## src/rtl/core/lzwvd_pkg.sv

```systemverilog
package lzwvd_pkg;

  localparam int MIN_CODE_BITS = 9;
  localparam int CHUNK_BYTES   = 64;
  localparam int MAX_CHUNKS    = 64;
  localparam int STRING_LIMIT  = CHUNK_BYTES * MAX_CHUNKS;
  localparam int BASE_W        = $clog2(STRING_LIMIT + 1);
  localparam int COUNT_W       = $clog2(CHUNK_BYTES + 1);
  localparam int SLOT_W        = $clog2(CHUNK_BYTES);
  localparam int CHUNK_W       = CHUNK_BYTES * 8;

  // decoder phase
  localparam logic [1:0] PH_FIRST = 2'd0;
  localparam logic [1:0] PH_RUN   = 2'd1;
  localparam logic [1:0] PH_END   = 2'd2;
  localparam logic [1:0] PH_BAD   = 2'd3;

  // result status
  localparam logic [1:0] ST_DATA = 2'd0;
  localparam logic [1:0] ST_END  = 2'd1;
  localparam logic [1:0] ST_BAD  = 2'd2;

  // code class
  localparam logic [1:0] CLS_HALT  = 2'd0;
  localparam logic [1:0] CLS_RESET = 2'd1;
  localparam logic [1:0] CLS_FIRST = 2'd2;
  localparam logic [1:0] CLS_WALK  = 2'd3;

  typedef struct packed {
    logic accept;
    logic classify;
    logic walk;
    logic root;
    logic chunk_start;
    logic emit;
    logic out_next;
  } dp_cmd_t;

  typedef struct packed {
    logic       have_code;
    logic [1:0] cls;
    logic       chain_big;
    logic       walk_more;
    logic       emit_done;
    logic       last;
  } dp_stat_t;

endpackage

```

## src/rtl/core/lzwvd_ctrl.sv

```systemverilog
module lzwvd_ctrl (
  input  logic                clk,
  input  logic                rst_n,
  input  logic                in_valid,
  output logic                in_stall,
  output logic                out_valid,
  input  logic                out_stall,
  input  lzwvd_pkg::dp_stat_t stat,
  output lzwvd_pkg::dp_cmd_t  cmd
);

  localparam logic [2:0] S_IDLE   = 3'd0;
  localparam logic [2:0] S_CLASS  = 3'd1;
  localparam logic [2:0] S_WSTART = 3'd2;
  localparam logic [2:0] S_WALK   = 3'd3;
  localparam logic [2:0] S_ROOT   = 3'd4;
  localparam logic [2:0] S_CHUNK  = 3'd5;
  localparam logic [2:0] S_EMIT   = 3'd6;
  localparam logic [2:0] S_OUT    = 3'd7;

  logic [2:0] state_r, state_nxt;

  assign in_stall  = (state_r != S_IDLE);
  assign out_valid = (state_r == S_OUT);

  always_comb begin
    cmd             = '0;
    cmd.accept      = (state_r == S_IDLE) && in_valid;
    cmd.classify    = (state_r == S_CLASS);
    cmd.walk        = (state_r == S_WALK);
    cmd.root        = (state_r == S_ROOT);
    cmd.chunk_start = (state_r == S_CHUNK);
    cmd.emit        = (state_r == S_EMIT);
    cmd.out_next    = (state_r == S_OUT) && !out_stall && !stat.last;
  end

  always_comb begin
    state_nxt = state_r;
    unique case (state_r)
      S_IDLE:   if (in_valid && stat.have_code) state_nxt = S_CLASS;
      S_CLASS: begin
        unique case (stat.cls)
          lzwvd_pkg::CLS_HALT:  state_nxt = S_OUT;
          lzwvd_pkg::CLS_RESET: state_nxt = S_IDLE;
          lzwvd_pkg::CLS_FIRST: state_nxt = S_CHUNK;
          default:              state_nxt = S_WSTART;
        endcase
      end
      S_WSTART: state_nxt = stat.chain_big ? S_WALK : S_ROOT;
      S_WALK:   state_nxt = stat.walk_more ? S_WALK : S_ROOT;
      S_ROOT:   state_nxt = S_CHUNK;
      S_CHUNK:  state_nxt = S_EMIT;
      S_EMIT:   if (stat.emit_done) state_nxt = S_OUT;
      S_OUT:    if (!out_stall) state_nxt = stat.last ? S_IDLE : S_CHUNK;
      default:  state_nxt = S_IDLE;
    endcase
  end

  always_ff @(posedge clk) begin
    if (!rst_n) begin
      state_r <= S_IDLE;
    end else begin
      state_r <= state_nxt;
    end
  end

endmodule

```

## config.mk

```make
export PLATFORM = sky130hd
export DESIGN_NAME = lzwvd_ctrl
export DESIGN_NICKNAME = d
export VERILOG_FILES = /design/src/rtl/core/lzwvd_pkg.sv /design/src/rtl/core/lzwvd_ctrl.sv
export SDC_FILE = /design/constraint.sdc
export NUM_CORES = 1
export LEC_CHECK = 0
export ABC_AREA = 1
export BUFFER_PORTS_ARGS = -buffer_cell sky130_fd_sc_hd__buf_4
export CORE_AREA = 5 5 42 44
export DETAILED_ROUTE_END_ITERATION = 6
export DIE_AREA = 0 0 47 49
export GPL_TIMING_DRIVEN = 0
export PLACE_DENSITY = 0.64
export SYNTH_ARGS = -nofsm -noshare
export SYNTH_HDL_FRONTEND = slang
export SYNTH_SLANG_ARGS = --single-unit
```

## constraint.sdc

```tcl
create_clock -name clk -period 1.2 [get_ports clk]
set_input_delay 0.3 -clock clk [delete_from_list [all_inputs] [get_ports clk]]
set_output_delay 0.3 -clock clk [all_outputs]
set_load 0.01 [all_outputs]
```

==> impl_metrics.ini, run 1 <==
[outcome]
status = complete, but fails checks
violations = setup timing

[die]
die_h_um = 49
start_util_pct = 26.6
row_count = 14
die-area_um2 = 2300
core_um2 = 1400
io_pins = 20
die_x_um = 47

[power_and_ir_drop]
cellPowerDensity_nw_per_um2 = 752
finalPower_uw = 523
p_leak_nw = 0.388
vdd_drop_max_uv = 576

[synthesis]
netlist_instances = 66
ys_seq_elements = 3
ys_warn_count = 0
synth_compound_area_share_pct = 8.72
synth_xor_area_share_pct = 0
postSynthAreaPerCell_um2 = 5.65
yosysTopAreaCellShare_pct = 16.1
yosys.area.top_type = dfxtp_1
synth_nets = 79
synthMuxAreaShare_pct = 0
synthAdderAreaFrac_pct = 6.71
synth_area_um2 = 373
yosys.area_share.simple_pct = 52.0
seq_area_frac_synth_pct = 16.1
synth_top_family_by_area = simple AND/OR/NAND/NOR gates
yosys-top-cells-area = dfxtp_1 16%, inv_1 14%, nand2_1 12%, nor2_1 11%, nand3_1 9.4%
synth.distinct_cells = 17

[clocking]
htreeDepth = 1
clk_pin_slew_ns = 0.04
cts_tree = done
clk_latency_ns = 0.22
clkSinkCount = 3
cts_inserted_buffers = 3
clockRootBuffer = clkbuf_4
clk_path_buf_depth = 2

[critical_path]
worstSetupStartpointType = flip-flop
end_kind = primary output
crit_required_ns = 0.90
cp.arrival_ns = 1.04
crit_type = reg2out
crit_path_max_fanout = 6

[route]
post-route-drc-count = 0
firstDrtPassIters = 4
vias = 477
met1_length_um = 338
antenna_left = 0
viasPerCell = 4.26
wl_met3_um = 71
routedWlPerCell_um = 8.56
drt-initial-drc-count = 5
top_layer_used = met3
routed_wl_um = 959
route.met2.wl_um = 548

[finish]
diodes = 0
regArea_um2 = 71.3
fill_cells = 148
top_register = state_r
largestRegisters = state_r x3
fin_area_um2 = 696
largest_reg_flops = 3
area_delta_synth_final_pct = 86.6
nets = 110
drive_gt1_share_pct = 58.3
multiInputGateArea_um2 = 313

[global_route]
grt_pass1_vias = 489
gr-usage-all-layers_pct = 9.50
grt_max_degree = 7
grt_pass1_wl_mm = 1.70
gr-total-overflow = 0
antenna_found_initial = 0

[min_path]
hp-class = in2reg

[timing]
setup_violations = 9
worst_pin_slew_ns = 0.283
fin_worst_skew_ns = 0.00134
hold_viol_final = 0
period_needed_ns = 1.34
timing.final.crit_share_pct = 112
fmax_mhz = 745
worst_hold_slack_ns = 0.355
slew_violations = 0
final.setup.worst_slack_ns = -0.143
rsz0062_at_grt = yes
timing.slew.headroom_pct = 81.1

[placement]
dp_hpwl_um = 770
gp_congestion = 0.783
io_buffers = 19
placed_cell_area_um2 = 536
place_ws_ns = -0.0457

[run]
cap_violations = 0
## worst paths after layout
check / from / end / slack, ns / depth (start not counted)
worst min register to register: state_r[0] / state_r[2] / 0.73 / 4
worst min-delay path: rst_n / state_r[2] / 0.36 / 3
worst max register to register: state_r[1] / state_r[2] / 0.06 / 9
worst max-delay path: state_r[2] / cmd[5] / -0.14 / 4
## per-layer routing
| layer | global-route usage, % | up-vias |
|---|---|---|
| li1 | - | 257 |
| met1 | 9.65 | 207 |
| met2 | 17.6 | 13 |
| met3 | 1.48 | 0 |
| met4 | 4.15 | 0 |
| met5 | 0 | - |
## repair_timing
action,in CTS,in global routing
setup endpoints to repair,12,12
setup buffers,7,0
pin swaps,3,2
hold endpoints to repair,0,0
hold buffers,0,0
resized for setup,17,9
## critical path: stages, from the launching register on
cell	delay (ns)
dfxtp_4	0.36
inv_1	0.12
nand3_1	0.14
inv_1	0.08
buf_4	0.11
## cells in the mapped netlist (all sizes together)
master	number
nand3	7
inv	15
ha	2
dfxtp	3
a21oi	3
a31o	1
nor2	15
nand2	16
o21ai	1
clkinv	1
nor3b	1
nor3	1
## cell type report
type / instances / area share [%]
multi-input combinational: 47 / 45.0
timing repair buffer: 26 / 28.6
sequential: 3 / 10.3
inverter: 16 / 9.53
clock buffer: 4 / 3.78
tap: 16 / 2.88
## per-stage QoR
stage	utilization, %	std cells	TNS, ns
2_1_floorplan	-	66	0
3_3_place_gp	38.2	101	-0.139
3_5_place_dp	38.2	101	-0.186
4_1_cts	47.2	112	-0.989
5_1_grt	49.6	112	-1.45
6_report	49.6	112	-0.828
## cells by family (layout without fill, tap and decap cells)
family,Yosys count,count (layout)
and+or+nand+nor,40,40
AOI/OAI and AO/OA,5,5
DFF,3,3
buffers and inverters,16,46
adders and majority gates,2,2
## placed cells by master (no fill, tap or decap)
cell / count
clkbuf_4: 3
nor3b_2: 1
a31o_2: 1
nor2_2: 2
clkinv_2: 1
buf_6: 1
nor2_4: 4
nor3_2: 1
a21oi_1: 1
inv_1: 11
inv_2: 2
buf_4: 25
nand2_4: 3
a21oi_2: 2
ha_1: 2
nand3_2: 3
dfxtp_4: 3
clkbuf_1: 1
nand2_2: 2
inv_4: 2
nand3_1: 4
nor2_1: 9
o21ai_0: 1
nand2_1: 11
## power breakdown
part | internal [mW] | switching (mW)
Sequential | 0.106 | 0.0146
Combinational | 0.122 | 0.111
Clock | 0.124 | 0.0451
Power figures use the tool's default switching activity.
==> run 2, diff against run 1 <==
--- a/config.mk
+++ b/config.mk
@@ -7,11 +7,13 @@
 export LEC_CHECK = 0
 export ABC_AREA = 1
 export BUFFER_PORTS_ARGS = -buffer_cell sky130_fd_sc_hd__buf_4
-export CORE_AREA = 5 5 42 44
+export CELL_PAD_IN_SITES_DETAIL_PLACEMENT = 0
+export CELL_PAD_IN_SITES_GLOBAL_PLACEMENT = 1
+export CORE_AREA = 5 5 44 46
 export DETAILED_ROUTE_END_ITERATION = 6
-export DIE_AREA = 0 0 47 49
+export DIE_AREA = 0 0 49 51
 export GPL_TIMING_DRIVEN = 0
-export PLACE_DENSITY = 0.64
+export PLACE_DENSITY = 0.82
 export SYNTH_ARGS = -nofsm -noshare
 export SYNTH_HDL_FRONTEND = slang
 export SYNTH_SLANG_ARGS = --single-unit
==> run 2 against run 1 <==
Effect of this change: the flow still finishes with violations (setup timing); cell area down 1.4%; combinational power is essentially flat; flip-flop and latch count unchanged; critical path type unchanged; clock skew up 0.0019 ns.
==> impl_metrics.ini, run 2 (same netlist as run 1, synthesis figures left out) <==
[clocking]
clockRootBuffer = clkbuf_4
cts_inserted_buffers = 3
clk_latency_ns = 0.24
clk_pin_slew_ns = 0.04
cts_tree = done
clk_path_buf_depth = 2
htreeDepth = 1
clkSinkCount = 3

[timing]
fin_tns_setup_ns = -1.01
timing.final.crit_share_pct = 114
setup_violations = 9
rsz0062_at_grt = yes
final.setup.worst_slack_ns = -0.164
slew_violations = 0
period_needed_ns = 1.36
hold_viol_final = 0
fin_worst_skew_ns = 0.00319
worst_hold_slack_ns = 0.343
worst_pin_slew_ns = 0.274
fmax_mhz = 733
timing.slew.headroom_pct = 81.8

[placement]
dp_hpwl_um = 821
gp_congestion = 0.724
place_ws_ns = -0.0610
io_buffers = 19

[power_and_ir_drop]
p_leak_nw = 0.379
clkPwrFrac_pct = 33.7
switching_share_pct = 34.4
switching_power_uw = 184
p_comb_share_pct = 43.6
finalPower_uw = 535
cellPowerDensity_nw_per_um2 = 780
vdd_drop_max_uv = 384
p_int_uw = 351
power_frac_seq_pct = 22.7

[finish]
top_register = state_r
final_cell_mix = 24 x buf_4, 12 x nand2_1, 11 x inv_1
drive_gt1_share_pct = 56.8
diodes = 0
largest_reg_flops = 3
nets = 109
final_common_cell = buf_4
area_delta_synth_final_pct = 83.9
largestRegisters = state_r x3

[die]
row_count = 14
die_x_um = 49
io_pins = 20
die_h_um = 51
start_util_pct = 25.3
core_um2 = 1470
die-area_um2 = 2500

[global_route]
grt_pass1_vias = 452
gr-total-overflow = 0
gr-usage-all-layers_pct = 9.16
antenna_found_initial = 0
grt_pass1_wl_mm = 1.80
grt_max_degree = 8

[route]
routed_wl_mm = 1.17
routedWlPerCell_um = 10.5
drt-initial-drc-count = 5
viasPerCell = 4.49
antenna_left = 0
firstDrtPassIters = 2
post-route-drc-count = 0
vias = 498

[critical_path]
crit_required_ns = 0.90
cp.arrival_ns = 1.06
crit_type = reg2out
r2r_slack_ns = 0.03
end_kind = primary output
worstSetupStartpointType = flip-flop
crit_path_max_fanout = 5

[outcome]
status = complete, but fails checks
violations = setup timing

[min_path]
hp-class = in2reg

[run]
cap_violations = 0
run 2: final timing paths:
path                            startpoint         end  cells after the start
worst max-delay path            state_r[0]      cmd[6]                      6
worst min-delay path                 rst_n  state_r[1]                      3
worst max register to register  state_r[0]  state_r[2]                      9
worst min register to register  state_r[0]  state_r[2]                      4
run 2: final cells by class:
class                      instances  area (um^2)
clock buffer                       4         26.3
fill                             165          786
inverter                          16         66.3
multi-input combinational         47          310
sequential                         3         71.3
tap                               16         20.0
timing repair buffer              25          191
run 2: worst max-delay path, cell delays in order, from the launching register on:
cell and delay (ns):
dfxtp_4 0.36, inv_4 0.07, nand2_4 0.05, nor2_4 0.09, inv_2 0.05, nor2_1 0.08, buf_4 0.13
run 2: per-layer routing:
layer / vias up / wire length [um] / GRT usage (%)
li1: 258 / - / -
met1: 225 / 435 / 8.90
met2: 13 / 661 / 17.8
met3: 2 / 55 / 2.62
met4: 0 / 17 / 4.04
met5: - / 0 / 0
run 2: through the flow:
stage               instance area, um^2  cells  util [%]
finish                              686    111      46.6
global route                        686    111      46.6
CTS                                 623    109      42.3
detailed placement                  536    101      36.4
global placement                    536    101      36.4
floorplan                           373     66         -
run 2: what timing repair did:
| item | CTS | global route |
|---|---|---|
| pin swaps | 1 | 4 |
| setup buffers | 4 | 3 |
| gates cloned | 0 | 0 |
| setup endpoints to repair | 12 | 12 |
| hold buffers | 0 | 0 |
| gates resized for setup | 13 | 13 |
run 2: power groups by stage:
stage	Combinational (mW)	Clock [mW]	Sequential, mW
6_report	0.233	0.180	0.122
4_1_cts	0.202	0.182	0.120
5_1_grt	0.258	0.183	0.122
3_5_place_dp	0.161	0	0.122
2_1_floorplan	0.0938	0	0.119
3_3_place_gp	0.159	0	0.122
==> run 3, diff against run 2 <==
--- a/config.mk
+++ b/config.mk
@@ -13,7 +13,8 @@
 export DETAILED_ROUTE_END_ITERATION = 6
 export DIE_AREA = 0 0 49 51
 export GPL_TIMING_DRIVEN = 0
-export PLACE_DENSITY = 0.82
+export PLACE_DENSITY = 0.83
+export SKIP_LAST_GASP = 1
 export SYNTH_ARGS = -nofsm -noshare
 export SYNTH_HDL_FRONTEND = slang
 export SYNTH_SLANG_ARGS = --single-unit
==> run 3 against run 2 <==
Effect of this change: the flow still finishes with violations (setup timing); first-iteration DRC count is 20% higher; global-route usage down 1.5 points; register-to-register slack gained 0.02 ns; die area did not move; sequential share of layout area decreased by 0.15 points; combinational power rose by 3%; cell area up 1.5%; via count shrank 5.8%; clock power decreased by 4%; clock skew is essentially flat.
==> impl_metrics.ini, run 3 (same netlist as run 1, synthesis figures left out) <==
[power_and_ir_drop]
vdd_drop_max_uv = 346
p_int_uw = 352
power_frac_seq_pct = 22.6
switching_share_pct = 33.8
cellPowerDensity_nw_per_um2 = 765
p_leak_nw = 0.385
switching_power_uw = 180
clkPwrFrac_pct = 32.4
p_comb_share_pct = 45.0

[clocking]
cts_inserted_buffers = 3
cts_tree = done
htreeDepth = 1
clk_path_buf_depth = 2
clkSinkCount = 3
clockRootBuffer = clkbuf_4
clk_pin_slew_ns = 0.04
clk_latency_ns = 0.23

[finish]
final_cell_mix = 24 x buf_4, 11 x inv_1, 11 x nand2_1
final_common_cell = buf_4
fill_cells = 154
top_register = state_r
drive_gt1_share_pct = 58.9
diodes = 0
area_delta_synth_final_pct = 86.6
largestRegisters = state_r x3
largest_reg_flops = 3
nets = 109

[outcome]
violations = setup timing
status = complete, but fails checks

[critical_path]
rr_worst_depth = 10
cp.arrival_ns = 1.07
end_kind = primary output
crit_required_ns = 0.90
worstSetupStartpointType = flip-flop
r2r_slack_ns = 0.05
timing.rr.end = state_r[0]
crit_type = reg2out
reg2reg_from = state_r[1]
crit_path_max_fanout = 7

[timing]
fin_worst_skew_ns = 0.00315
timing.final.crit_share_pct = 114
worst_hold_slack_ns = 0.341
rsz0062_at_grt = yes
setup_violations = 9
slew_violations = 0
worst_pin_slew_ns = 0.271
period_needed_ns = 1.37
final.setup.worst_slack_ns = -0.168
hold_viol_final = 0
fmax_mhz = 731
timing.slew.headroom_pct = 81.9

[die]
start_util_pct = 25.3
core_um2 = 1470
die_h_um = 51
die-area_um2 = 2500
die_x_um = 49
io_pins = 20
row_count = 14

[placement]
io_buffers = 19
gp_congestion = 0.727
place_ws_ns = -0.0464
dp_hpwl_um = 773

[global_route]
antenna_found_initial = 0
grt_pass1_wl_mm = 1.59
gr-total-overflow = 0
met1_usage_pct = 8.38
met3_usage_pct = 2.91
grt_pass1_vias = 425
gr-usage-all-layers_pct = 7.65
grt_most_used_layer = met2
grt_max_degree = 8
global_route.usage.met2_pct = 14.1

[route]
routedWlPerCell_um = 9.06
viasPerCell = 4.23
post-route-drc-count = 0
routed_wl_mm = 1.01
drt-initial-drc-count = 6
firstDrtPassIters = 3
antenna_left = 0
vias = 469

[min_path]
hp-class = in2reg
min_to = state_r[2]
hold_path_depth = 3
hold_path.startpoint = rst_n

[run]
cap_violations = 0
[run 3: power groups by stage]
stage	logic [mW]	clock network, mW	registers [mW]
3_5_place_dp	0.159	0	0.122
5_1_grt	0.265	0.180	0.122
3_3_place_gp	0.159	0	0.122
6_report	0.240	0.172	0.120
4_1_cts	0.203	0.174	0.120
2_1_floorplan	0.0938	0	0.119
[run 3: metal layers]
layer / routed length (um) / share of wire [%] / vias up
li1: - / - / 256
met2: 545 / 54 / 11
met1: 393 / 39 / 202
met3: 67 / 6.7 / 0
met5: 0 / 0 / -
met4: 0 / 0 / 0
[run 3: how the worst max path moves through the flow]
stage               startpoint     end  slack, ns  depth (start not counted)
global route        state_r[1]  cmd[6]      -0.21                          6
global placement    state_r[2]  cmd[0]      -0.04                          3
floorplan           state_r[1]  cmd[0]       0.04                          2
detailed placement  state_r[1]  cmd[0]      -0.05                          3
finish              state_r[1]  cmd[6]      -0.17                          6
CTS                 state_r[1]  cmd[6]      -0.18                          6
[run 3: layout make-up]
| cell class | count | area, um^2 | area share [%] |
|---|---|---|---|
| flip-flops and latches | 3 | 71.3 | 10.3 |
| clock buffers | 4 | 26.3 | 3.78 |
| well taps | 16 | 20.0 | 2.88 |
| inverters | 16 | 66.3 | 9.53 |
| repair buffers | 25 | 191 | 27.5 |
| multi-input cells | 47 | 320 | 46.0 |
[run 3: critical path: stages, from the launching register on]
cell	delay, ns
dfxtp_4	0.37
inv_4	0.08
nand2_4	0.05
nor2_4	0.09
inv_2	0.05
nor2_2	0.10
buf_6	0.11
[run 3: through the flow]
stage               total power [mW]  cells  utilization (%)  setup TNS (ns)  instance area (um^2)
global route                   0.567    111             47.3           -1.40                   696
floorplan                      0.213     66                -               0                   373
finish                         0.532    111             47.3          -0.850                   696
global placement               0.281    101             36.4          -0.154                   536
CTS                            0.497    109             42.3           -1.06                   623
detailed placement             0.282    101             36.4          -0.173                   536
[run 3: timing repair]
action | in CTS | in global routing
buffers inserted | 4 | 2
endpoints found under the setup margin | 12 | 12
hold buffers | 0 | 0
pin swaps | 3 | 5
resized for setup | 14 | 14
